--- config.mk ---
export PLATFORM = sky130hd
export DESIGN_NAME = lorenz_euler_step_core
export DESIGN_NICKNAME = d
export VERILOG_FILES = /design/src/les_pkg.sv /design/src/les_ctrl.sv /design/src/les_datapath.sv /design/src/lorenz_euler_step_core.sv
export SDC_FILE = /design/constraint.sdc
export NUM_CORES = 2
export LEC_CHECK = 0
export BUFFER_PORTS_ARGS = -buffer_cell sky130_fd_sc_hd__buf_2
export CORE_ASPECT_RATIO = 1.25
export CORE_UTILIZATION = 60
export CTS_CLUSTER_SIZE = 12
export DETAILED_ROUTE_END_ITERATION = 12
export PLACE_DENSITY_LB_ADDON = 0.25
export SKIP_LAST_GASP = 1
export SLEW_MARGIN = 20
export SYNTH_ARGS = -nofsm -noshare
export SYNTH_HDL_FRONTEND = slang
export SYNTH_SLANG_ARGS = --single-unit
--- constraint.sdc ---
create_clock -name i_clk -period 11.99 [get_ports i_clk]
set_input_delay 3.597 -clock i_clk [delete_from_list [all_inputs] [get_ports i_clk]]
set_output_delay 3.597 -clock i_clk [all_outputs]
set_load 0.01 [all_outputs]
--- src/les_pkg.sv ---
`default_nettype none

package les_pkg;

    // Fixed-point format of the coordinates
    localparam int FRAC_BITS = 24;
    localparam int COORD_W   = 32;

    // Step size: unsigned Q0.24
    localparam int H_W    = 24;
    localparam int H_FRAC = 24;

    // Multiplier: one signed 32 x 32 unit
    localparam int MUL_W  = 32;
    localparam int PROD_W = 2 * MUL_W;

    // Derivative, increment and sum widths (hold every value exactly)
    localparam int D_W   = 68 - FRAC_BITS;
    localparam int INC_W = D_W + 1;
    localparam int SUM_W = D_W + 2;

    // Model constants
    localparam int SIGMA = 10;
    localparam int RHO   = 28;
    localparam logic [H_W-1:0] H_RESET = H_W'(167772);
    localparam logic signed [COORD_W-1:0] COORD_RESET =
        COORD_W'(((64'd6 << FRAC_BITS) + 64'd5) / 64'd10);
    localparam logic signed [COORD_W-1:0] BETA_FIX =
        COORD_W'(((64'd8 << FRAC_BITS) + 64'd1) / 64'd3);

    // Request kinds
    typedef enum logic [1:0] {
        REQ_STEP        = 2'd0,
        REQ_LOAD_X_STEP = 2'd1,
        REQ_LOAD_Y      = 2'd2,
        REQ_LOAD_Z      = 2'd3
    } t_req_type;

    // Multiplier operand pairs
    typedef enum logic [3:0] {
        MUL_NONE,
        MUL_XZ,
        MUL_XY,
        MUL_BZ,
        MUL_HI_X,
        MUL_LO_X,
        MUL_HI_Y,
        MUL_LO_Y,
        MUL_HI_Z,
        MUL_LO_Z
    } t_mul_sel;

    // Use of the product registered in the previous cycle
    typedef enum logic [3:0] {
        OP_NONE,
        OP_DXY,
        OP_DZ_SET,
        OP_DZ_SUB,
        OP_X_HI,
        OP_X_FIN,
        OP_Y_HI,
        OP_Y_FIN,
        OP_Z_HI,
        OP_Z_FIN
    } t_prod_op;

    // Controller to datapath command
    typedef struct packed {
        logic      load_en;
        t_req_type load_kind;
        t_mul_sel  mul_sel;
        t_prod_op  prod_op;
        logic      out_load;
    } t_dp_cmd;

    // Channel payloads
    typedef struct packed {
        t_req_type                  req_type;
        logic signed [COORD_W-1:0]  load_value;
    } t_in_item;

    typedef struct packed {
        logic signed [COORD_W-1:0] x_out;
        logic signed [COORD_W-1:0] y_out;
        logic signed [COORD_W-1:0] z_out;
    } t_out_item;

endpackage

`default_nettype wire

--- src/les_ctrl.sv ---
`default_nettype none

module les_ctrl (
    input  wire logic               i_clk,
    input  wire logic               i_rst_n,
    input  wire logic               i_in_valid,
    input  wire les_pkg::t_req_type i_req_type,
    input  wire logic               i_out_free,
    output logic                    o_in_stall,
    output les_pkg::t_dp_cmd        o_cmd
);
    import les_pkg::*;

    typedef enum logic [3:0] {
        ST_IDLE,
        ST_MUL_XZ,
        ST_MUL_XY,
        ST_MUL_BZ,
        ST_MUL_HX,
        ST_MUL_LX,
        ST_MUL_HY,
        ST_MUL_LY,
        ST_MUL_HZ,
        ST_MUL_LZ,
        ST_FIN_Z,
        ST_DONE
    } t_state;

    t_state r_state;
    t_state n_state;
    logic   w_accept;

    // Take a transaction only when idle
    assign o_in_stall = (r_state != ST_IDLE);
    assign w_accept   = i_in_valid && !o_in_stall;

    // Sequence the shared multiplier and the datapath operations
    always_comb begin
        n_state         = r_state;
        o_cmd.load_en   = 1'b0;
        o_cmd.load_kind = i_req_type;
        o_cmd.mul_sel   = MUL_NONE;
        o_cmd.prod_op   = OP_NONE;
        o_cmd.out_load  = 1'b0;
        case (r_state)
            ST_IDLE: begin
                if (w_accept) begin
                    o_cmd.load_en = 1'b1;
                    if (i_req_type inside {REQ_STEP, REQ_LOAD_X_STEP}) begin
                        n_state = ST_MUL_XZ;
                    end
                end
            end
            ST_MUL_XZ: begin
                o_cmd.mul_sel = MUL_XZ;
                n_state       = ST_MUL_XY;
            end
            ST_MUL_XY: begin
                o_cmd.mul_sel = MUL_XY;
                o_cmd.prod_op = OP_DXY;
                n_state       = ST_MUL_BZ;
            end
            ST_MUL_BZ: begin
                o_cmd.mul_sel = MUL_BZ;
                o_cmd.prod_op = OP_DZ_SET;
                n_state       = ST_MUL_HX;
            end
            ST_MUL_HX: begin
                o_cmd.mul_sel = MUL_HI_X;
                o_cmd.prod_op = OP_DZ_SUB;
                n_state       = ST_MUL_LX;
            end
            ST_MUL_LX: begin
                o_cmd.mul_sel = MUL_LO_X;
                o_cmd.prod_op = OP_X_HI;
                n_state       = ST_MUL_HY;
            end
            ST_MUL_HY: begin
                o_cmd.mul_sel = MUL_HI_Y;
                o_cmd.prod_op = OP_X_FIN;
                n_state       = ST_MUL_LY;
            end
            ST_MUL_LY: begin
                o_cmd.mul_sel = MUL_LO_Y;
                o_cmd.prod_op = OP_Y_HI;
                n_state       = ST_MUL_HZ;
            end
            ST_MUL_HZ: begin
                o_cmd.mul_sel = MUL_HI_Z;
                o_cmd.prod_op = OP_Y_FIN;
                n_state       = ST_MUL_LZ;
            end
            ST_MUL_LZ: begin
                o_cmd.mul_sel = MUL_LO_Z;
                o_cmd.prod_op = OP_Z_HI;
                n_state       = ST_FIN_Z;
            end
            ST_FIN_Z: begin
                o_cmd.prod_op = OP_Z_FIN;
                n_state       = ST_DONE;
            end
            ST_DONE: begin
                // Hold the result until the output register is free
                if (i_out_free) begin
                    o_cmd.out_load = 1'b1;
                    n_state        = ST_IDLE;
                end
            end
            default: begin
                n_state = ST_IDLE;
            end
        endcase
    end

    // State register
    always_ff @(posedge i_clk) begin
        if (!i_rst_n) begin
            r_state <= ST_IDLE;
        end else begin
            r_state <= n_state;
        end
    end

    // A step request starts the multiply sequence
    a_step_starts: assert property (@(posedge i_clk) disable iff (!i_rst_n)
        (w_accept && (i_req_type == REQ_STEP || i_req_type == REQ_LOAD_X_STEP))
        |=> (r_state == ST_MUL_XZ))
        else $error("step transaction did not start the sequence");

    // A load of y or z leaves the controller idle
    a_load_idle: assert property (@(posedge i_clk) disable iff (!i_rst_n)
        (w_accept && (i_req_type == REQ_LOAD_Y || i_req_type == REQ_LOAD_Z))
        |=> (r_state == ST_IDLE))
        else $error("load transaction left the controller busy");

    // A finished step waits while the output register is occupied
    a_done_holds: assert property (@(posedge i_clk) disable iff (!i_rst_n)
        (r_state == ST_DONE && !i_out_free) |=> (r_state == ST_DONE))
        else $error("result dropped while output was occupied");

endmodule

`default_nettype wire

--- src/les_datapath.sv ---
`default_nettype none

module les_datapath (
    input  wire logic                                   i_clk,
    input  wire logic                                   i_rst_n,
    input  wire les_pkg::t_dp_cmd                       i_cmd,
    input  wire logic signed [les_pkg::COORD_W-1:0]     i_load_value,
    input  wire logic                                   i_cfg_we,
    input  wire logic [les_pkg::H_W-1:0]                i_cfg_data,
    input  wire logic                                   i_out_stall,
    output logic                                        o_out_free,
    output logic                                        o_out_valid,
    output les_pkg::t_out_item                          o_out
);
    import les_pkg::*;

    localparam logic signed [SUM_W-1:0] SAT_HI = SUM_W'(2147483647);
    localparam logic signed [SUM_W-1:0] SAT_LO = -SAT_HI - SUM_W'(1);

    logic signed [COORD_W-1:0] r_x;
    logic signed [COORD_W-1:0] r_y;
    logic signed [COORD_W-1:0] r_z;
    logic [H_W-1:0]            r_h;
    logic signed [PROD_W-1:0]  r_prod;
    logic signed [D_W-1:0]     r_dx;
    logic signed [D_W-1:0]     r_dy;
    logic signed [D_W-1:0]     r_dz;
    logic signed [INC_W-1:0]   r_inc;
    t_out_item                 r_out;
    logic                      r_out_valid;

    logic signed [MUL_W-1:0]   w_mul_a;
    logic signed [MUL_W-1:0]   w_mul_b;
    logic signed [MUL_W-1:0]   w_h_op;
    logic signed [D_W-1:0]     w_xe;
    logic signed [D_W-1:0]     w_ye;
    logic signed [D_W-1:0]     w_dx;
    logic signed [D_W-1:0]     w_dy;
    logic signed [D_W-1:0]     w_psh;
    logic signed [SUM_W-1:0]   w_lo_add;

    // Upper part of a derivative, floor(d / 2^24)
    function automatic logic signed [MUL_W-1:0] hi_part(input logic signed [D_W-1:0] d);
        logic signed [D_W-1:0] t;
        begin
            t = d >>> H_FRAC;
            return MUL_W'(t);
        end
    endfunction

    // Lower 24 bits of a derivative, as a non-negative operand
    function automatic logic signed [MUL_W-1:0] lo_part(input logic signed [D_W-1:0] d);
        return $signed({{(MUL_W-H_FRAC){1'b0}}, d[H_FRAC-1:0]});
    endfunction

    // Add the increment to the old value and clamp to 32 bits
    function automatic logic signed [COORD_W-1:0] sat_add(
        input logic signed [COORD_W-1:0] c,
        input logic signed [INC_W-1:0]   hi,
        input logic signed [SUM_W-1:0]   lo
    );
        logic signed [SUM_W-1:0] s;
        begin
            s = SUM_W'(c) + SUM_W'(hi) + lo;
            if (s > SAT_HI) begin
                return COORD_W'(SAT_HI);
            end else if (s < SAT_LO) begin
                return COORD_W'(SAT_LO);
            end
            return COORD_W'(s);
        end
    endfunction

    assign w_h_op   = $signed({{(MUL_W-H_W){1'b0}}, r_h});
    assign w_xe     = D_W'(r_x);
    assign w_ye     = D_W'(r_y);
    assign w_psh    = D_W'(r_prod >>> FRAC_BITS);
    assign w_lo_add = SUM_W'(r_prod >>> H_FRAC);
    assign w_dx     = (w_ye - w_xe) * D_W'(SIGMA);
    assign w_dy     = w_xe * D_W'(RHO) - w_ye - w_psh;

    // Select the multiplier operands
    always_comb begin
        w_mul_a = '0;
        w_mul_b = '0;
        case (i_cmd.mul_sel)
            MUL_XZ: begin
                w_mul_a = r_x;
                w_mul_b = r_z;
            end
            MUL_XY: begin
                w_mul_a = r_x;
                w_mul_b = r_y;
            end
            MUL_BZ: begin
                w_mul_a = BETA_FIX;
                w_mul_b = r_z;
            end
            MUL_HI_X: begin
                w_mul_a = w_h_op;
                w_mul_b = hi_part(r_dx);
            end
            MUL_LO_X: begin
                w_mul_a = w_h_op;
                w_mul_b = lo_part(r_dx);
            end
            MUL_HI_Y: begin
                w_mul_a = w_h_op;
                w_mul_b = hi_part(r_dy);
            end
            MUL_LO_Y: begin
                w_mul_a = w_h_op;
                w_mul_b = lo_part(r_dy);
            end
            MUL_HI_Z: begin
                w_mul_a = w_h_op;
                w_mul_b = hi_part(r_dz);
            end
            MUL_LO_Z: begin
                w_mul_a = w_h_op;
                w_mul_b = lo_part(r_dz);
            end
            default: begin
                w_mul_a = '0;
                w_mul_b = '0;
            end
        endcase
    end

    // Register the product
    always_ff @(posedge i_clk) begin
        r_prod <= w_mul_a * w_mul_b;
    end

    // Derivatives and the high part of the increment
    always_ff @(posedge i_clk) begin
        case (i_cmd.prod_op)
            OP_DXY: begin
                r_dx <= w_dx;
                r_dy <= w_dy;
            end
            OP_DZ_SET: r_dz  <= w_psh;
            OP_DZ_SUB: r_dz  <= r_dz - w_psh;
            OP_X_HI:   r_inc <= INC_W'(r_prod);
            OP_Y_HI:   r_inc <= INC_W'(r_prod);
            OP_Z_HI:   r_inc <= INC_W'(r_prod);
            default: begin
                r_inc <= r_inc;
            end
        endcase
    end

    // Coordinate state and step size
    always_ff @(posedge i_clk) begin
        if (!i_rst_n) begin
            r_x <= COORD_RESET;
            r_y <= COORD_RESET;
            r_z <= COORD_RESET;
            r_h <= H_RESET;
        end else begin
            if (i_cfg_we) begin
                r_h <= i_cfg_data;
            end
            if (i_cmd.load_en) begin
                case (i_cmd.load_kind)
                    REQ_LOAD_X_STEP: r_x <= i_load_value;
                    REQ_LOAD_Y:      r_y <= i_load_value;
                    REQ_LOAD_Z:      r_z <= i_load_value;
                    default: begin
                    end
                endcase
            end
            case (i_cmd.prod_op)
                OP_X_FIN: r_x <= sat_add(r_x, r_inc, w_lo_add);
                OP_Y_FIN: r_y <= sat_add(r_y, r_inc, w_lo_add);
                OP_Z_FIN: r_z <= sat_add(r_z, r_inc, w_lo_add);
                default: begin
                end
            endcase
        end
    end

    // Output register: load a result, drop it once taken
    always_ff @(posedge i_clk) begin
        if (i_cmd.out_load) begin
            r_out.x_out <= r_x;
            r_out.y_out <= r_y;
            r_out.z_out <= r_z;
        end
    end

    always_ff @(posedge i_clk) begin
        if (!i_rst_n) begin
            r_out_valid <= 1'b0;
        end else if (i_cmd.out_load) begin
            r_out_valid <= 1'b1;
        end else if (!i_out_stall) begin
            r_out_valid <= 1'b0;
        end
    end

    assign o_out_free  = !r_out_valid || !i_out_stall;
    assign o_out_valid = r_out_valid;
    assign o_out       = r_out;

    // Never overwrite a result that is still waiting
    a_no_overwrite: assert property (@(posedge i_clk) disable iff (!i_rst_n)
        i_cmd.out_load |-> (!r_out_valid || !i_out_stall))
        else $error("pending result overwritten");

endmodule

`default_nettype wire

--- src/lorenz_euler_step_core.sv ---
// Lorenz oscillator, one explicit Euler step per transaction
// (sigma 10, rho 28, beta 8/3), x, y and z held in signed Q8.24.
// Input channel i_in_valid / o_in_stall carries req_type and load_value:
// step, load x then step, load y, load z. A step returns the new x, y
// and z on the output channel o_out_valid / i_out_stall, each saturated
// to 32 bits; a load of y or z returns nothing and does not stall the input.
// i_cfg_we / i_cfg_data write the step size h (unsigned Q0.24).
// A step runs nine products through one shared 32 x 32 multiplier,
// one per cycle, then the final add; the input stays stalled until
// the result of the step is loaded into the output register.
// Reset sets x, y and z to 0.6 and h to 0.01, and empties the output.
// While the receiver stalls, the result holds in the output register;
// a further step runs to the end and then waits until that register
// is free, with the input stalled meanwhile.
`default_nettype none

module lorenz_euler_step_core (
    input  wire logic                           i_clk,
    input  wire logic                           i_rst_n,
    input  wire logic                           i_in_valid,
    output logic                                o_in_stall,
    input  wire les_pkg::t_in_item              i_in,
    output logic                                o_out_valid,
    input  wire logic                           i_out_stall,
    output les_pkg::t_out_item                  o_out,
    input  wire logic                           i_cfg_we,
    input  wire logic [les_pkg::H_W-1:0]        i_cfg_data
);
    import les_pkg::*;

    t_dp_cmd w_cmd;
    logic    w_out_free;

    // Sequencer
    les_ctrl u_ctrl (
        .i_clk      (i_clk),
        .i_rst_n    (i_rst_n),
        .i_in_valid (i_in_valid),
        .i_req_type (i_in.req_type),
        .i_out_free (w_out_free),
        .o_in_stall (o_in_stall),
        .o_cmd      (w_cmd)
    );

    // Arithmetic, state and output register
    les_datapath u_datapath (
        .i_clk        (i_clk),
        .i_rst_n      (i_rst_n),
        .i_cmd        (w_cmd),
        .i_load_value (i_in.load_value),
        .i_cfg_we     (i_cfg_we),
        .i_cfg_data   (i_cfg_data),
        .i_out_stall  (i_out_stall),
        .o_out_free   (w_out_free),
        .o_out_valid  (o_out_valid),
        .o_out        (o_out)
    );

endmodule

`default_nettype wire

==> results.json <==
{
  "hold_violations": 0,
  "die-area_mm2": 0.126,
  "endpoint_kind": "flop",
  "synth_flop_cell": "edfxtp_1",
  "yosys.area_share.adder_pct": 43.5,
  "gp_congestion": 1.08,
  "n_fill_cell": 10200,
  "drt-pass1-iter-count": 9,
  "synth_top_area_share_pct": 33.5,
  "yosysMostFrequentCell": "inv_1",
  "vias": 64600,
  "synth_area_leaders": "fa_1 34%, edfxtp_1 11%, ha_1 10%, inv_1 6.8%, dfxtp_1 5.0%",
  "synth_xor_area_share_pct": 4.27,
  "routed_wl_mm": 301,
  "start_util_pct": 60.6,
  "final_nets": 10200,
  "rsz0062_at_grt": "false",
  "area_growth_pct": 6.82,
  "synthMuxAreaShare_pct": 0.444,
  "wl_per_cell_um": 30.2,
  "syn-num-nets": 10100,
  "skew_ns": 0.0706,
  "synth_top_family_by_area": "adder cells",
  "synthCells": 8214,
  "crit_slowest_cell": "nor2_2",
  "drt-initial-drc-count": 6393,
  "power_density_mw_per_mm2": 155,
  "viasPerCell": 6.49,
  "synth-simple-area-share_pct": 13.1,
  "io_pins": 161,
  "dp_hpwl_mm": 243,
  "start_kind": "flop",
  "ys_ff_latch": 461,
  "clock_sinks": 461,
  "grt-ovfl-total": 0,
  "ys_types": 96,
  "dpl_cell_area_mm2": 0.0780,
  "cts_made_buffers": 55,
  "synth_top_area_cell": "fa_1",
  "drv_cap": 0,
  "final_cell_area_mm2": 0.0800,
  "drive_gt1_share_pct": 6.41,
  "maxSlewViolCount": 0,
  "fin_util_pct": 64.8,
  "die_x_um": 318,
  "whs_ns": 0.402,
  "hold_path.class": "flop to flop",
  "syn_area_per_cell_um2": 9.12,
  "required_ns": 12.52,
  "p_leak_nw": 37.6,
  "antenna_found_initial": 20,
  "cts_tree": "done",
  "drc": 0,
  "synthArstFlopShare_pct": 0,
  "portBuffers": 160,
  "crit_path_max_incr_delay_ns": 1.01,
  "grt_pass1_wl_mm": 431,
  "clkTransAtPathRegs_ns": 0.06,
  "finalSetupViolCount": 0,
  "max_slew_margin_pct": 15.3,
  "total_power_mw": 12.4,
  "period_share_pct": 94.0,
  "row_count": 144,
  "path_max_fanout": 24,
  "htreeDepth": 2,
  "root_buffer": "clkbuf_16",
  "finalCriticalPeriod_ns": 11.28,
  "cts_setup_buffers": 0,
  "ys_seq_area_share_pct": 16.0,
  "yosysWarnings": 0,
  "syn_area_mm2": 0.0749,
  "cts_hold_buffers": 0,
  "tightestPinTransition_ns": 1.27,
  "status": "complete, no violations",
  "synth-edff-count": 272,
  "grt_use_total_pct": 47.5,
  "setup_tns_ns": 0,
  "grt_max_degree": 93,
  "postCtsResizedCells": 0,
  "clock_latency_ns": 0.72,
  "core_mm2": 0.124,
  "vdd_ir_drop_max_v": 0.000129,
  "clockBufferDepth": 3,
  "synth_common_cells": "1,350 x inv_1, 1,254 x fa_1, 859 x nand2_1, 726 x nor2_1, 596 x ha_1",
  "drtAntennaViolNets": 0,
  "arrival_ns": 11.81,
  "criticalPathCategory": "flop to flop",
  "synth_compound_area_share_pct": 14.3,
  "grt_pass1_vias": 66300,
  "die_y_um": 397,
  "max_clock_freq_ghz": 0.0887
}
==> critical path, delay by kind of cell (launching register included) <==
family	cells	cell delay, ns
buffers and inverters	8	0.99
adder cells (fa/ha/maj)	9	3.81
AND/OR/NAND/NOR	4	2.07
XOR/XNOR	1	0.11
AO/OA/AOI/OAI	12	3.36
flip-flops	1	0.72
==> final timing paths <==
check / start / end / slack [ns] / depth (start not counted)
hold reg to reg: u_datapath.r_prod[0]$_DFF_P_ / u_datapath.r_inc[0]$_DFFE_PP_ / 0.40 / 0
setup / recovery: u_ctrl.r_state[3]$_SDFFE_PN0P_ / u_datapath.r_prod[63]$_DFF_P_ / 0.71 / 34
hold / removal: u_datapath.r_prod[0]$_DFF_P_ / u_datapath.r_inc[0]$_DFFE_PP_ / 0.40 / 0
setup reg to reg: u_ctrl.r_state[3]$_SDFFE_PN0P_ / u_datapath.r_prod[63]$_DFF_P_ / 0.71 / 34
==> layout by cell type, fill, tap and decap left out, types with 18 or more instances in the layout <==
cell type / Yosys / final
a211o_1: 23 / 23
a211oi_1: 46 / 46
a21o_1: 201 / 201
a21oi_1: 395 / 393
a22o_1: 24 / 24
a22oi_1: 96 / 93
a31oi_1: 61 / 60
and2_1: 48 / 45
and3_1: 50 / 49
and4_1: 19 / 19
buf_2: 10 / 161
buf_4: 1 / 181
clkbuf_16: 0 / 59
dfxtp_1: 189 / 189
edfxtp_1: 272 / 272
fa_1: 1254 / 1254
ha_1: 596 / 596
inv_1: 1350 / 1350
mux2i_1: 31 / 31
nand2_1: 859 / 857
nand2b_1: 56 / 56
nand3_1: 96 / 96
nand4_1: 45 / 45
nor2_1: 726 / 717
nor2b_1: 69 / 67
nor3_1: 105 / 104
nor4b_1: 25 / 25
o211ai_1: 20 / 20
o21a_1: 100 / 100
o21ai_0: 303 / 298
o21ai_1: 34 / 31
o21bai_1: 73 / 73
o221ai_1: 18 / 18
o31ai_1: 22 / 22
or2_2: 21 / 21
or3_1: 24 / 24
xnor2_1: 265 / 265
xor2_1: 100 / 100
==> sequential cells by signal, indices dropped and copies added, names as in the netlist, 4 cells and up <==
| register | count |
|---|---|
| u_ctrl.r_state | 4 |
| u_datapath.o_out | 96 |
| u_datapath.r_dx | 43 |
| u_datapath.r_dy | 44 |
| u_datapath.r_dz | 44 |
| u_datapath.r_h | 24 |
| u_datapath.r_inc | 45 |
| u_datapath.r_prod | 64 |
| u_datapath.r_x | 32 |
| u_datapath.r_y | 32 |
| u_datapath.r_z | 32 |
==> cells by family after synthesis <==
group           after synthesis
compound gates             1619
xor+xnor                    365
fa+ha+maj                  1852
buf+inv                    1679
flops                       461
mux                          33
simple gates               2205
==> routing by layer <==
layer / vias up / share of wire, % / routed length (µm) / global-route usage [%]
met4: 16 / 11 / 33500 / 42.6
li1: 27100 / - / - / -
met5: - / 0.034 / 103 / 0
met2: 4334 / 45 / 134000 / 74.9
met3: 1418 / 11 / 34300 / 13.0
met1: 31700 / 33 / 98900 / 52.9
==> report_power, final <==
part	leakage [nW]	switching [mW]	internal, mW
logic	32.6	5.04	3.05
registers	4.01	0.353	2.12
clock network	0.936	0.806	1.06
total	37.6	6.20	6.23
==> per-stage QoR <==
step	std cells	setup slack, ns
2_1_floorplan	8214	0.542
3_3_place_gp	9832	1.30
3_5_place_dp	9834	1.06
4_1_cts	9938	0.971
5_1_grt	9940	0.372
6_report	9954	0.714
==> layout make-up <==
type | count | area [µm²] | area share (%)
tap | 1606 | 2010 | 2.51
antenna | 16 | 40.0 | 0.0500
sequential | 461 | 12000 | 14.9
clock inverter | 31 | 393 | 0.491
inverter | 1350 | 5070 | 6.33
clock buffer | 73 | 1570 | 1.96
timing repair buffer | 343 | 2180 | 2.73
multi-input combinational | 6074 | 56800 | 71.0
No activity file was read; power rests on OpenSTA's default activity.
